`src/rtl/wbts_pkg.sv`:
```
// Shared types and constants of the well buffer trace solver.
`timescale 1ns / 1ps
`default_nettype none
package wbts_pkg;

  localparam int RADIX_STEPS = 4;

  localparam logic [1:0] CFG_MODE  = 2'd0;
  localparam logic [1:0] CFG_TAU   = 2'd1;
  localparam logic [1:0] CFG_RATIO = 2'd2;

  localparam logic [1:0] MODE_TOTAL = 2'd0;
  localparam logic [1:0] MODE_BKG   = 2'd1;
  localparam logic [1:0] MODE_HIW   = 2'd2;

  localparam logic [47:0] LIM48 = 48'h7FFF_FFFF_FFFF;

  typedef enum logic [1:0] {
    MUL_B,
    MUL_DV,
    MUL_TR
  } mul_sel_t;

  typedef enum logic [1:0] {
    DIV_AVAL,
    DIV_ITAU,
    DIV_DVN
  } div_sel_t;

  typedef struct packed {
    logic     load;
    logic     mul_go;
    logic     mul_wb;
    mul_sel_t mul_sel;
    logic     div_go;
    logic     div_wb;
    div_sel_t div_sel;
    logic     num_go;
    logic     finish;
  } cmd_t;

  typedef struct packed {
    logic div_busy;
    logic out_free;
  } status_t;

endpackage
`default_nettype wire

```
`src/rtl/wbts_ctrl.sv`:
```
// Controller: sequences one frame through multiplier, divider and update.
`timescale 1ns / 1ps
`default_nettype none
module wbts_ctrl (
  input  wire logic              clk,
  input  wire logic              rst_n,
  input  wire logic              in_tvalid,
  output logic                   in_tready,
  input  wire wbts_pkg::status_t status,
  output wbts_pkg::cmd_t         cmd
);
  import wbts_pkg::*;

  typedef enum logic [4:0] {
    ST_IDLE, ST_BMUL, ST_BWB, ST_ASTART, ST_AWAIT, ST_AWB,
    ST_DVMUL, ST_DVWB, ST_ISTART, ST_IWAIT, ST_IWB, ST_NUM,
    ST_DSTART, ST_DWAIT, ST_DWB, ST_TMUL, ST_FIN
  } state_t;

  state_t state_r;

  always_ff @(posedge clk) begin
    if (!rst_n) begin
      state_r <= ST_IDLE;
    end else begin
      unique case (state_r)
        ST_IDLE:   if (in_tvalid) state_r <= ST_BMUL;
        ST_BMUL:   state_r <= ST_BWB;
        ST_BWB:    state_r <= ST_ASTART;
        ST_ASTART: state_r <= ST_AWAIT;
        ST_AWAIT:  if (!status.div_busy) state_r <= ST_AWB;
        ST_AWB:    state_r <= ST_DVMUL;
        ST_DVMUL:  state_r <= ST_DVWB;
        ST_DVWB:   state_r <= ST_ISTART;
        ST_ISTART: state_r <= ST_IWAIT;
        ST_IWAIT:  if (!status.div_busy) state_r <= ST_IWB;
        ST_IWB:    state_r <= ST_NUM;
        ST_NUM:    state_r <= ST_DSTART;
        ST_DSTART: state_r <= ST_DWAIT;
        ST_DWAIT:  if (!status.div_busy) state_r <= ST_DWB;
        ST_DWB:    state_r <= ST_TMUL;
        ST_TMUL:   state_r <= ST_FIN;
        ST_FIN:    if (status.out_free) state_r <= ST_IDLE;
        default:   state_r <= ST_IDLE;
      endcase
    end
  end

  always_comb begin
    cmd         = '0;
    cmd.mul_sel = MUL_B;
    cmd.div_sel = DIV_AVAL;
    unique case (state_r)
      ST_IDLE:   cmd.load = in_tvalid;
      ST_BMUL:   cmd.mul_go = 1'b1;
      ST_BWB:    cmd.mul_wb = 1'b1;
      ST_ASTART: cmd.div_go = 1'b1;
      ST_AWB:    cmd.div_wb = 1'b1;
      ST_DVMUL: begin
        cmd.mul_go  = 1'b1;
        cmd.mul_sel = MUL_DV;
      end
      ST_DVWB: begin
        cmd.mul_wb  = 1'b1;
        cmd.mul_sel = MUL_DV;
      end
      ST_ISTART: begin
        cmd.div_go  = 1'b1;
        cmd.div_sel = DIV_ITAU;
      end
      ST_IWAIT:  cmd.div_sel = DIV_ITAU;
      ST_IWB: begin
        cmd.div_wb  = 1'b1;
        cmd.div_sel = DIV_ITAU;
      end
      ST_NUM:    cmd.num_go = 1'b1;
      ST_DSTART: begin
        cmd.div_go  = 1'b1;
        cmd.div_sel = DIV_DVN;
      end
      ST_DWAIT:  cmd.div_sel = DIV_DVN;
      ST_DWB: begin
        cmd.div_wb  = 1'b1;
        cmd.div_sel = DIV_DVN;
      end
      ST_TMUL: begin
        cmd.mul_go  = 1'b1;
        cmd.mul_sel = MUL_TR;
      end
      ST_FIN: begin
        cmd.finish  = status.out_free;
        cmd.mul_sel = MUL_TR;
      end
      default: ;
    endcase
  end

  assign in_tready = (state_r == ST_IDLE);

endmodule
`default_nettype wire

```
`config.mk`:
```
export PLATFORM = sky130hd
export DESIGN_NAME = wbts_ctrl
export DESIGN_NICKNAME = d
export VERILOG_FILES = /design/src/rtl/wbts_pkg.sv /design/src/rtl/wbts_ctrl.sv
export SDC_FILE = /design/constraint.sdc
export NUM_CORES = 1
export LEC_CHECK = 0
export BUFFER_PORTS_ARGS = -buffer_cell sky130_fd_sc_hd__buf_2
export CAP_MARGIN = 5
export CORE_AREA = 2 2 39 41
export CTS_BUF_LIST = sky130_fd_sc_hd__clkbuf_8
export DETAILED_ROUTE_END_ITERATION = 8
export DIE_AREA = 0 0 41 43
export HOLD_SLACK_MARGIN = 0.05
export PLACE_DENSITY_LB_ADDON = 0.1
export SYNTH_ARGS = -nofsm -noshare
export SYNTH_HDL_FRONTEND = slang
export SYNTH_SLANG_ARGS = --single-unit
```
`constraint.sdc`:
```
create_clock -name clk -period 1.8 [get_ports clk]
set_clock_uncertainty 0.15 [all_clocks]
set_input_delay 0.18 -clock clk [delete_from_list [all_inputs] [get_ports clk]]
set_output_delay 0.18 -clock clk [all_outputs]
set_load 0.02 [all_outputs]
```
==> results.yml <==
power:
  leakage_nw: 0.274
  combPwrFrac_pct: 19.9
  internal_power_uw: 298
  p_per_area_nw_per_um2: 716
  sw_frac_of_total_pct: 27.1
  peakVddDrop_mv: 0.479
  pwr-share-clk_pct: 47.9
  p_seq_share_pct: 32.2
  p_sw_uw: 111
detailed_routing:
  met2_length_microns: 460
  highest_layer: "met3"
  ant_nets: 0
  wl_met3_microns: 56
  vias: 434
  drt-met1-wl_microns: 481
  drt-total-wl_microns: 999
  wl_per_cell_microns: 11.2
  drc: 0
  vias_per_cell: 4.88
  firstDrtPassIters: 4
  drt-initial-drc-count: 2
layout:
  nets: 79
  largest_register: "state_r"
  num_antenna_cells: 0
  fin_area_sq_um: 572
  syn_to_final_growth_pct: 29.8
  fillCellCount: 146
  largest_reg_flops: 5
  reg_top3: "state_r x5"
  drive_above_1_share_pct: 41.1
  instances_no_fill: 89
setup_path:
  timing.rr.start: "state_r[3]"
  reg2reg_slack_ns: 0.46
  end_kind: "output pin"
  required_ns: 1.47
  start_kind: "flip-flop"
  crit_path_max_fanout: 9
  slowest_delay_ns: 0.52
  path_buf_inv: 1
  path_cells: "nand2_1 > or3_4 > nand2_1 > buf_2"
  critical-path-top-delay-family: "flip-flops"
  cp_common_cell: "nand2_1"
  worstPathArrival_ns: 1.37
  slowest_stage: "dfxtp_1"
  r2r_end: "state_r[0]"
  r2r_cells: 4
  path_class: "reg -> out"
synthesis:
  synth_largest_area_cell: "dfxtp_1"
  synthTopCellsByCount: "nor2_1 (8), dfxtp_1 (5), nand2_1 (4)"
  ys_async_sr_fraction_pct: 0
  ys.flop_type: "dfxtp_1"
  synth_fp_nets: 60
  syn_area_per_cell_sq_um: 8.01
  syn_inst: 55
  yosysMostFrequentCell: "nor2_1"
  synth_area_leaders: "dfxtp_1 (23%), nor2_1 (6.8%), xnor2_1 (6.0%)"
  synthDistinctLibCells: 30
  ys_seq_elements: 5
  synth_top_area_share_pct: 22.7
  yosys_warnings: 0
  synth_edf_count: 0
  synthesis.area_sq_um: 440
  ys_seq_area_share_pct: 22.7
clocking:
  cts_tree: "yes"
  clk_pin_slew_ns: 0.03
  cts-root-buf: "clkbuf_8"
  post-cts-setup-buffers: 0
  clockBufferDepth: 2
  clk_latency_ns: 0.22
  cts_buffers: 3
  cts_sinks: 5
  htree_levels: 1
sta:
  worst_slew_pin_slew_ns: 0.348
  grt_setup_unrepaired: "no"
  fmax_mhz: 587
  fin_crit_sh_pct: 94.6
  drv_slew: 0
  relSlewSlack_pct: 76.8
  fin_crit_ns: 1.70
  hold_viol: 0
  fin_tns_setup_ns: 0
  setup_viol: 0
place:
  place_inst: 85
  placed_cell_area_sq_um: 523
  io_buffers: 16
  gp_congestion: 0.695
  hpwl_microns: 785
worst_hold_path:
  min_to: "state_r[0]"
  hold_path_class: "in -> reg"
  min_path_cells: 2
  worstHoldStart: "status[1]"
die:
  die_w_microns: 41
  initial_core_util_pct: 31.8
  io_pins: 17
  die_h_microns: 43
  dieArea_sq_um: 1760
  core_area_sq_um: 1380
  num_rows: 14
global_routing:
  antenna_found_initial: 0
  grt_pass1_vias: 387
  grt_pass1_wl_mm: 1.58
  grt_overflow: 0
  grt_max_degree: 12
  grt_use_total_pct: 12.9
status:
  outcome: "finished, final reports clean"
flow_run:
  cap_violations: 0
## cell families (layout without fill, tap and decap cells)
logic type,Yosys count,after routing,share of synthesized area [%]
AO/OA/AOI/OAI,6,6,11.1
flip-flops,5,5,22.7
buffers and inverters,6,24,11.1
XOR/XNOR,4,4,7.96
AND/OR/NAND/NOR,34,34,47.2
## layer usage
layer,vias up,track usage (%)
met1,192,16.4
met3,0,3.14
met5,-,0
met4,0,6.00
li1,233,-
met2,9,19.4
## layout by cell type, fill, tap and decap left out, drive strengths merged
cell type and instances:
buf 19, nor2 9, dfxtp 5, nand2 4
nor4 3, xnor2 3, clkbuf 3, nand2b 2
nor3 2, and2 2, and3b 2, nand3 2
inv 2, nor3b 1, or3 1, nor4b 1
xor2 1, and2b 1, a31oi 1, a32oi 1
and4 1, a22oi 1, nor4bb 1, a41o 1
nand4b 1, a21boi 1, nor2b 1, a21oi 1
## power groups by stage
stage          Sequential, mW  Clock, mW  Combinational (mW)
6_report                0.132      0.196              0.0814
3_3_place_gp            0.132          0              0.0822
2_1_floorplan           0.121          0              0.0720
4_1_cts                 0.131      0.203              0.0817
5_1_grt                 0.133      0.210              0.0897
3_5_place_dp            0.132          0              0.0814
## how the worst max path moves through the flow
stage,startpoint,to,slack (ns),cells after the start
3_5_place_dp,state_r[1],cmd[7],0.24,4
3_3_place_gp,state_r[3],cmd[7],0.26,4
6_report,state_r[2],cmd[7],0.1,4
5_1_grt,state_r[2],cmd[10],0.04,4
4_1_cts,state_r[1],cmd[7],0.007,4
2_1_floorplan,state_r[0],cmd[2],0.18,3
## what timing repair did
action | CTS | global route
hold buffers | 0 | 0
setup endpoints to repair | 0 | 3
resized for setup | 0 | 3
## metrics by stage
| stage | setup WS, ns | hold WS [ns] | power [mW] | utilization, % |
|---|---|---|---|---|
| after CTS | 0.00689 | 0.0864 | 0.416 | 41.0 |
| after floorplan | 0.181 | 0.180 | 0.193 | - |
| after global routing | 0.0376 | 0.105 | 0.433 | 41.3 |
| after global placement | 0.256 | 0.304 | 0.214 | 37.8 |
| final | 0.0976 | 0.0869 | 0.409 | 41.3 |
| after detailed placement | 0.240 | 0.313 | 0.214 | 37.8 |
## layout make-up
type	count	area (sq um)	area share, %
clock buffer	3	41.3	7.22
clock inverter	1	3.75	0.656
inverter	1	8.76	1.53
multi-input combinational	44	292	51.0
sequential	5	104	18.2
tap	16	20.0	3.50
timing repair buffer	19	103	17.9
No activity file was read; power rests on OpenSTA's default activity.
